`src/design/ihex_pkg.sv`:
```
// Shared types, constants and digit decoding for the Intel HEX record parser.
package ihex_pkg;

    // ASCII codes the parser reacts to
    localparam logic [7:0] CHAR_COLON   = 8'd58;
    localparam logic [7:0] CHAR_LF      = 8'd10;
    localparam logic [7:0] CHAR_ZERO    = 8'd48;
    localparam logic [7:0] CHAR_UPPER_A = 8'd65;
    localparam logic [7:0] CHAR_UPPER_F = 8'd70;
    localparam logic [7:0] CHAR_LOWER_A = 8'd97;
    localparam logic [7:0] CHAR_LOWER_F = 8'd102;
    localparam logic [7:0] NIBBLE_ALPHA = 8'd10;

    // Record types
    localparam logic [7:0] REC_DATA = 8'd0;
    localparam logic [7:0] REC_EOF  = 8'd1;

    // Result kinds
    typedef enum logic [1:0] {
        KIND_WRITE     = 2'd0,
        KIND_EOF       = 2'd1,
        KIND_NO_COLON  = 2'd2,
        KIND_BAD_TYPE  = 2'd3
    } kind_t;

    // Parser phases, one-hot
    typedef enum logic [6:0] {
        PH_COLON = 7'b0000001,
        PH_COUNT = 7'b0000010,
        PH_ADDR  = 7'b0000100,
        PH_TYPE  = 7'b0001000,
        PH_DATA  = 7'b0010000,
        PH_SKIP  = 7'b0100000,
        PH_HALT  = 7'b1000000
    } phase_t;

    // Architectural parser state
    typedef struct packed {
        phase_t      phase;
        logic [1:0]  digit_count;
        logic [15:0] field_value;
        logic [7:0]  bytes_left;
        logic [15:0] load_address;
        logic [3:0]  high_nibble;
    } ihex_state_t;

    // One result beat
    typedef struct packed {
        logic        valid;
        kind_t       kind;
        logic [15:0] write_address;
        logic [7:0]  write_byte;
    } ihex_result_t;

    // Hex digit value; anything that is not A-F/a-f is taken as (code - '0') mod 16
    function automatic logic [3:0] nibble_of(input logic [7:0] c);
        logic [7:0] v;
        begin
            if (c >= CHAR_UPPER_A && c <= CHAR_UPPER_F)
                v = c - CHAR_UPPER_A + NIBBLE_ALPHA;
            else if (c >= CHAR_LOWER_A && c <= CHAR_LOWER_F)
                v = c - CHAR_LOWER_A + NIBBLE_ALPHA;
            else
                v = c - CHAR_ZERO;
            return v[3:0];
        end
    endfunction

endpackage

```
`src/design/intel_hex_record_parser.sv`:
```
// Top level of the Intel HEX record parser: input register, decoder and result register.
//
// Takes one ASCII character of an Intel HEX file per beat and one per clock cycle
// when the output side keeps up; a character's result (a memory write or a status)
// is registered: the character sits in the input register until the result slot
// is free, and the decoder's output then lands in the result register. While a
// result waits on the output side, the character behind it is held and input stalls.
// Throughput is set by the single parser state update per cycle. Kind 0 is a byte
// write; kinds 1 (end of file), 2 (missing colon) and 3 (unsupported record type)
// are final: after one of them all further characters are accepted and ignored
// until reset. Checksums are not verified and digits are not validated.
module intel_hex_record_parser
    import ihex_pkg::*;
(
    input  logic        clk,
    input  logic        rst_n,
    input  logic        in_valid,
    output logic        in_ready,
    input  logic [7:0]  ascii_char,
    output logic        out_valid,
    input  logic        out_ready,
    output logic [1:0]  kind,
    output logic [15:0] write_address,
    output logic [7:0]  write_byte
);

    logic         char_valid_reg;
    logic [7:0]   char_reg;
    ihex_state_t  state_reg;
    ihex_state_t  state_next;
    ihex_result_t result;
    logic         out_valid_reg;
    kind_t        kind_reg;
    logic [15:0]  addr_reg;
    logic [7:0]   byte_reg;
    logic         out_free;
    logic         advance;

    // Handshake: decode when the result slot is free or being emptied
    assign out_free = !out_valid_reg || out_ready;
    assign advance  = char_valid_reg && out_free;
    assign in_ready = !char_valid_reg || out_free;

    ihex_decoder u_decoder (
        .state      (state_reg),
        .ascii_char (char_reg),
        .state_next (state_next),
        .result     (result)
    );

    // Input register
    always_ff @(posedge clk or negedge rst_n)
    begin
        if (!rst_n)
            char_valid_reg <= 1'b0;
        else if (in_valid && in_ready)
            char_valid_reg <= 1'b1;
        else if (advance)
            char_valid_reg <= 1'b0;
    end

    always_ff @(posedge clk)
    begin
        if (in_valid && in_ready)
            char_reg <= ascii_char;
    end

    // Parser state
    always_ff @(posedge clk or negedge rst_n)
    begin
        if (!rst_n)
        begin
            state_reg.phase        <= PH_COLON;
            state_reg.digit_count  <= '0;
            state_reg.field_value  <= '0;
            state_reg.bytes_left   <= '0;
            state_reg.load_address <= '0;
            state_reg.high_nibble  <= '0;
        end
        else if (advance)
        begin
            state_reg <= state_next;
        end
    end

    // Result register
    always_ff @(posedge clk or negedge rst_n)
    begin
        if (!rst_n)
            out_valid_reg <= 1'b0;
        else if (advance && result.valid)
            out_valid_reg <= 1'b1;
        else if (out_ready)
            out_valid_reg <= 1'b0;
    end

    always_ff @(posedge clk)
    begin
        if (advance && result.valid)
        begin
            kind_reg <= result.kind;
            addr_reg <= result.write_address;
            byte_reg <= result.write_byte;
        end
    end

    assign out_valid     = out_valid_reg;
    assign kind          = kind_reg;
    assign write_address = addr_reg;
    assign write_byte    = byte_reg;

    // A status result is always final
    a_status_halts: assert property (@(posedge clk) disable iff (!rst_n)
        (out_valid_reg && kind_reg != KIND_WRITE) |-> state_reg.phase == PH_HALT)
        else $error("status result without halted parser");

    // Once halted with nothing pending, no result ever appears
    a_halt_silent: assert property (@(posedge clk) disable iff (!rst_n)
        (state_reg.phase == PH_HALT && !out_valid_reg) |=> !out_valid_reg)
        else $error("result produced after halt");

    // Status results carry zero address and data
    a_status_zero: assert property (@(posedge clk) disable iff (!rst_n)
        (out_valid_reg && kind_reg != KIND_WRITE) |-> (addr_reg == '0 && byte_reg == '0))
        else $error("status result with nonzero payload");

    // Consecutive writes within a record step the address by one
    a_addr_step: assert property (@(posedge clk) disable iff (!rst_n)
        (advance && result.valid && result.kind == KIND_WRITE)
            |=> state_reg.load_address == addr_reg + 16'd1)
        else $error("load address did not advance after write");

endmodule

```
`src/design/ihex_decoder.sv`:
```
// Per-character next-state and result logic of the Intel HEX parser.
module ihex_decoder
    import ihex_pkg::*;
(
    input  ihex_state_t  state,
    input  logic [7:0]   ascii_char,
    output ihex_state_t  state_next,
    output ihex_result_t result
);

    logic [3:0]  nib;
    logic [15:0] field_shift;
    logic        field_done;
    logic [7:0]  byte_val;

    assign nib         = nibble_of(ascii_char);
    assign field_shift = {state.field_value[11:0], nib};
    assign field_done  = (state.phase == PH_ADDR) ? (state.digit_count == 2'd3)
                                                  : (state.digit_count == 2'd1);
    assign byte_val    = {state.high_nibble, nib};

    // Step the parser by one character
    always_comb
    begin
        state_next           = state;
        result.valid         = 1'b0;
        result.kind          = KIND_WRITE;
        result.write_address = '0;
        result.write_byte    = '0;

        if (state.phase == PH_HALT)
        begin
            state_next = state;
        end
        else if (state.phase == PH_COLON)
        begin
            if (ascii_char == CHAR_COLON)
            begin
                state_next.phase       = PH_COUNT;
                state_next.digit_count = '0;
                state_next.field_value = '0;
            end
            else
            begin
                state_next.phase = PH_HALT;
                result.valid     = 1'b1;
                result.kind      = KIND_NO_COLON;
            end
        end
        else if (ascii_char == CHAR_LF)
        begin
            // line ends: drop any partial record
            state_next.phase       = PH_COLON;
            state_next.digit_count = '0;
            state_next.field_value = '0;
        end
        else
        begin
            unique case (state.phase)
                PH_COUNT, PH_ADDR, PH_TYPE:
                begin
                    state_next.field_value = field_shift;
                    if (field_done)
                    begin
                        state_next.digit_count = '0;
                        state_next.field_value = '0;
                        if (state.phase == PH_COUNT)
                        begin
                            state_next.bytes_left = field_shift[7:0];
                            state_next.phase      = PH_ADDR;
                        end
                        else if (state.phase == PH_ADDR)
                        begin
                            state_next.load_address = field_shift;
                            state_next.phase        = PH_TYPE;
                        end
                        else if (field_shift[7:0] == REC_DATA)
                        begin
                            state_next.phase = (state.bytes_left == '0) ? PH_SKIP : PH_DATA;
                        end
                        else
                        begin
                            state_next.phase = PH_HALT;
                            result.valid     = 1'b1;
                            result.kind      = (field_shift[7:0] == REC_EOF) ? KIND_EOF
                                                                            : KIND_BAD_TYPE;
                        end
                    end
                    else
                    begin
                        state_next.digit_count = state.digit_count + 2'd1;
                    end
                end
                PH_DATA:
                begin
                    if (state.digit_count == 2'd0)
                    begin
                        state_next.high_nibble = nib;
                        state_next.digit_count = 2'd1;
                    end
                    else
                    begin
                        state_next.digit_count  = '0;
                        state_next.load_address = state.load_address + 16'd1;
                        state_next.bytes_left   = state.bytes_left - 8'd1;
                        if (state.bytes_left == 8'd1)
                            state_next.phase = PH_SKIP;
                        result.valid         = 1'b1;
                        result.kind          = KIND_WRITE;
                        result.write_address = state.load_address;
                        result.write_byte    = byte_val;
                    end
                end
                default:
                begin
                    // skipping checksum and trailing text
                    state_next = state;
                end
            endcase
        end
    end

endmodule
```
`config.mk`:
```
export PLATFORM = sky130hd
export DESIGN_NAME = intel_hex_record_parser
export DESIGN_NICKNAME = d
export VERILOG_FILES = /design/src/design/ihex_pkg.sv /design/src/design/intel_hex_record_parser.sv /design/src/design/ihex_decoder.sv
export SDC_FILE = /design/constraint.sdc
export NUM_CORES = 1
export LEC_CHECK = 0
export ABC_AREA = 1
export BUFFER_PORTS_ARGS = -buffer_cell sky130_fd_sc_hd__buf_4
export CAP_MARGIN = 20
export CORE_ASPECT_RATIO = 0.5
export CORE_MARGIN = 3
export CORE_UTILIZATION = 61
export DETAILED_ROUTE_END_ITERATION = 7
export PLACE_DENSITY = 0.8
export REMOVE_ABC_BUFFERS = 1
export SLEW_MARGIN = 20
export SYNTH_ARGS = -nofsm -noshare
export SYNTH_HDL_FRONTEND = slang
export SYNTH_HIERARCHICAL = 1
export SYNTH_SLANG_ARGS = --single-unit
```
`constraint.sdc`:
```
create_clock -name clk -period 4 [get_ports clk]
set_clock_uncertainty 0.15 [all_clocks]
set_input_delay 0.4 -clock clk [delete_from_list [all_inputs] [get_ports clk]]
set_output_delay 0.4 -clock clk [all_outputs]
set_load 0.005 [all_outputs]
```
Word level (Yosys, flattened, before mapping):

Index checks and enable logic that the tools add are counted.

* bits in registers: 85
* input port bits: 12
* logic and storage cells: 115

* add/subtract/negate cells: 8
* reduce and logical (&&, ||, !) cells: 25
* muxes and demuxes: 41
* magnitude comparators: 4
* equal/unequal tests: 21
* bitwise logic cells: 4

Operators with widths (number)
* two-way mux 27 bit: 3
* two-way mux 24 bit: 3
* two-way mux 25 bit: 2
* two-way mux 7 bit: 7
* two-way mux 16 bit: 3
* case mux 24 bit (2 select lines): 1
* two-way mux 40 bit: 1
* two-way mux 18 bit: 1
* two-way mux 3 bit: 6
* case mux 9 bit (2 select lines): 1
* adder 16 x 1 -> 16 bit (second input constant): 1
* == test 8 x 1 -> 1 bit (second input constant): 2
* >= comparator 8 x 7 -> 1 bit (second input constant): 2
* <= comparator 8 x 7 -> 1 bit (second input constant): 2
* logical NOT 8 bit: 2
* AND reduction 6 bit: 2
* subtractor 4 x 1 -> 4 bit (second input constant): 3
* AND reduction 9 bit: 1
* adder 4 bit (second input constant): 2
* == test 8 x 4 -> 1 bit (second input constant): 1
* == test 8 x 6 -> 1 bit (second input constant): 1
* two-way mux 4 bit: 2
* two-way mux 8 bit: 1
* inequality test 4 x 1 -> 1 bit (second input constant): 2
* other kinds (29): 51

Longest topological paths before layout:

* word-level depth: 16
* depth in mapped cells: 17
* depth with buffers taken out: 17

Cells and area by module:

Netlist, hierarchy kept.

Modules (own cells, without submodules)
* intel_hex_record_parser: area each 3266.9 um^2, cells each 275, times used 1
* ihex_decoder: area each 2537.4 um^2, cells each 477, times used 1

Worst setup path before layout:

OpenSTA, ideal clock, no wires.

* kind: reg2reg
* from: register char_reg[0]
* to: register kind_reg[0], in the netlist kind[0], enable pin
* path buffers: 0
* period minus slack after synthesis: 3448 ps
* data arrival time: 2889 ps
* stages on the path, launching flop included: 17
* slack: 552 ps
* required time: 3441 ps
* setup time: 409 ps
* path through: edfxtp_1 > inv_1 > ha_1 > nand2_1 > nor2_1 > nor2_4 > nand2_1 > nand2_1 > nand2_1 > nor2_1 > nand3_2 > nand3_1 > nand2_1 > nand2_1 > a21oi_1 > inv_1 > nor2_1

RTL lines
* start: declaration: RTL line intel_hex_record_parser.sv:28 `logic [7:0] char_reg;`
* start signal: assignment: RTL line intel_hex_record_parser.sv:65 `char_reg <= ascii_char;`
* end signal: assignment: RTL line intel_hex_record_parser.sv:101 `kind_reg <= result.kind;`
* end: declaration: RTL line intel_hex_record_parser.sv:33 `kind_t kind_reg;`

==> results list <==
- The final layout contains 773 nets.
* Vias: ~5,200
* Hold-critical path endpoint: char_reg[4]$_DFFE_PP_
* DRC violation count after routing: 0
- Root buffer cell: sky130_fd_sc_hd__clkbuf_16
- For the pin with the worst max-slew slack, the measured transition is 0.679 ns.
- For this run, the detailed router's first-pass iteration total came to 6.
- Relative contribution of the clock network to total power: 42.5%
- Cells fill about 69% of the core in the end.
* Achievable clock frequency: 324 MHz
* Post-layout power: around 1.8 mW
- Flip-flop count of the largest register, all copies and words added: about 50
- Entering global routing, the biggest net connects 53 pins.
* Vias in the first global route: around 4,800
- The worst register-to-register path has a setup slack of approximately 0.92 ns.
- Dividing the detail-routed wire length by the instance count gives 16.4 µm.
- CTS Sinks: 85
- Launch point of the worst hold path: ascii_char[4]
- Number of violations reported at the end of detailed-routing iteration 0: roughly 520
- The worst register-to-register path begins at char_reg[0]$_DFFE_PP_.
* Worst-path fanout max: 26
* H-Tree Level Count: 3
* Share of the clock period used by the worst path: 77.1%
* Num CTS Buffers: 9
* Worst-case reg-to-reg path depth: 15
- Input/output buffers: 39
- The flow ran to the end, and the final reports show no timing, DRC or antenna violations.
- The internal portion of the total power is ~1.4 mW.
- Routability cong.: 0.933
- Required @ worst endpoint: 3.86 ns
* Area of the die: 10,500 µm²
- Antenna Cells: 0
- Hold WC Path Type: in2reg
- STA puts the critical path data arrival time at about 2.9 ns.
- Synthesized instance count: 728
* Combinational share of power: 7.0%
- Antenna violations before repair: 0
- Global-route usage over all layers: 29.0%
- Sequential share of power: 50.5%
* Syn. warnings: 6
- Setup repair after global routing left no endpoint under its margin.
* Post-route setup slack: 0.916 ns
- Critical setup path kind: reg2reg
* Total of max-cap violations: 0
- Final hold violation count: 0
* Lkg Pwr: 2.85 nW
- Relative to the synthesized area, the layout overhead comes to 8.56%.
* Global-route wire length before repair: 24,200 µm
- Final Max Tran Viols: 0
- Bufs on Longest Clock Path: 2
- Die Height: 73.8 µm
- In this run the cell area of the synthesized design comes to around 5600 µm².
* Mean instance size in the synthesized netlist: 7.71 µm²
- Along the worst hold path, the cell count comes to 1.
* Final HPWL DP: about 9400 µm
* Nature of the critical path startpoint: flop
- Reg clk slew, reported paths: 0.06 ns
* Number of ports placed on the die boundary: 40
* Vias per cell: 5.93
- Number of cell rows: 24
- At the later pin of the worst-skew pair, clock insertion delay measures 0.34 ns.
* Area of the core: around 8800 µm²
- IR analysis of the VDD net gives a maximum drop of 0.000198 V.
* Final setup violation count: 0
- The post-route netlist has about 15% of its cells at a drive strength greater than 1.
- Summed over all failing endpoints, the final setup total negative slack is 0 ns.
- Once detail routing completed, the nets flagged for antenna violations numbered 0.
* Overall routed net length: 14,400 µm
- TritonCTS built the clock tree.
* Headroom to the max-slew limit: 54.7%
* Global route total overflow: 0
- Power per unit of standard cell area: 299 nW/µm²
- The die is 142 µm wide.
* Net switching power figure: 0.446 mW
* Crit path time final: between 3 and 4 ns
- The critical path starts at char_reg[0]$_DFFE_PP_.
- Initial standard-cell utilization of the core: 63.6%
- Switching share of total power: 24.5%
* Critical Path End Type: flop
- Minimum setup slack after placement: approximately 0.94 ns
- Worst reg2reg path endpoint: write_address[11]$_DFFE_PP_
through the flow:
stage | cell area (µm²) | cells | hold slack, ns
CTS | 6090 | 874 | 0.0797
finish | 6090 | 874 | 0.0854
global placement | 5820 | 857 | 0.303
floorplan | 5360 | 699 | -0.0456
global route | 6090 | 874 | 0.0789
detailed placement | 5820 | 857 | 0.309
power groups by stage:
| stage | sequential, mW | clock, mW | combinational (mW) |
|---|---|---|---|
| after detailed placement | 0.936 | 0 | 0.123 |
| after floorplan | 0.940 | 0 | 0.0699 |
| after CTS | 0.919 | 0.780 | 0.124 |
| final | 0.919 | 0.774 | 0.127 |
| after global placement | 0.935 | 0 | 0.122 |
| after global routing | 0.919 | 0.824 | 0.139 |
timing repair:
action / in CTS / in global routing
gates resized for setup: 0 / 0
buffers inserted: 0 / 0
setup endpoints to repair: 0 / 0
hold buffers: 1 / 0
endpoints found under the hold margin: 50 / 0
layout by cell type, fill, tap and decap left out, types with 2 or more instances in the layout:
cell	count
sky130_fd_sc_hd__o21ai_0	37
sky130_fd_sc_hd__inv_1	71
sky130_fd_sc_hd__nor2_2	5
sky130_fd_sc_hd__o32ai_1	2
sky130_fd_sc_hd__a22oi_1	3
sky130_fd_sc_hd__o22ai_1	17
sky130_fd_sc_hd__a21oi_1	15
sky130_fd_sc_hd__edfxtp_1	34
sky130_fd_sc_hd__clkbuf_16	9
sky130_fd_sc_hd__nand4_4	2
sky130_fd_sc_hd__nor4_2	2
sky130_fd_sc_hd__nand3_4	3
sky130_fd_sc_hd__a31oi_1	3
sky130_fd_sc_hd__nand3b_1	3
sky130_fd_sc_hd__o21ai_2	3
sky130_fd_sc_hd__o21ai_1	11
sky130_fd_sc_hd__nand2_2	3
sky130_fd_sc_hd__nand2_1	220
sky130_fd_sc_hd__nor2_1	61
sky130_fd_sc_hd__a21oi_4	2
sky130_fd_sc_hd__inv_4	2
sky130_fd_sc_hd__nand3_1	66
sky130_fd_sc_hd__inv_2	17
sky130_fd_sc_hd__dfrtp_1	50
sky130_fd_sc_hd__nor3_1	9
sky130_fd_sc_hd__nand4_1	11
sky130_fd_sc_hd__nand2_4	7
sky130_fd_sc_hd__xor2_1	5
sky130_fd_sc_hd__clkinv_2	3
sky130_fd_sc_hd__o211ai_1	5
sky130_fd_sc_hd__nand3_2	4
sky130_fd_sc_hd__nor2_4	4
sky130_fd_sc_hd__buf_4	41
sky130_fd_sc_hd__ha_1	9
critical path, stage by stage, from the launching register on:
cell                       delay (ns)
sky130_fd_sc_hd__edfxtp_1        0.44
sky130_fd_sc_hd__inv_1           0.17
sky130_fd_sc_hd__ha_1            0.19
sky130_fd_sc_hd__nand2_1         0.06
sky130_fd_sc_hd__nand3_1         0.16
sky130_fd_sc_hd__nand2_1         0.13
sky130_fd_sc_hd__o21ai_2         0.28
sky130_fd_sc_hd__nor2_1          0.12
sky130_fd_sc_hd__nand3_2         0.11
sky130_fd_sc_hd__nand3_1         0.13
sky130_fd_sc_hd__nand2_1         0.09
sky130_fd_sc_hd__nand2_1         0.05
sky130_fd_sc_hd__a21oi_1         0.12
sky130_fd_sc_hd__inv_1           0.07
sky130_fd_sc_hd__nor2_2          0.10
sky130_fd_sc_hd__buf_4           0.36
routing by layer:
layer	part of all wire, %	wire length [µm]	track usage [%]
met5	0	0	0
met4	2.0	281	8.62
met3	8.2	1170	5.53
met2	46	6600	46.0
met1	44	6320	40.9
worst max path at each step:
stage	endpoint	slack, ns	cells after the start
6_report	write_address[11]$_DFFE_PP_	0.92	15
3_3_place_gp	write_address[14]$_DFFE_PP_	1.03	15
3_5_place_dp	write_address[14]$_DFFE_PP_	0.94	15
2_1_floorplan	kind[0]$_DFFE_PP_	0.55	16
4_1_cts	write_address[8]$_DFFE_PP_	0.91	15
5_1_grt	write_address[14]$_DFFE_PP_	0.64	15
final cells by class:
class / instances / area [µm²]
Fill cell: 764 / 2730
Tap cell: 117 / 146
Sequential cell: 85 / 2300
Multi-Input combinational cell: 523 / 2710
Clock inverter: 5 / 26.3
Clock buffer: 11 / 243
Inverter: 91 / 352
Timing Repair Buffer: 42 / 318
Note: power is estimated with default switching activity, not from simulation.
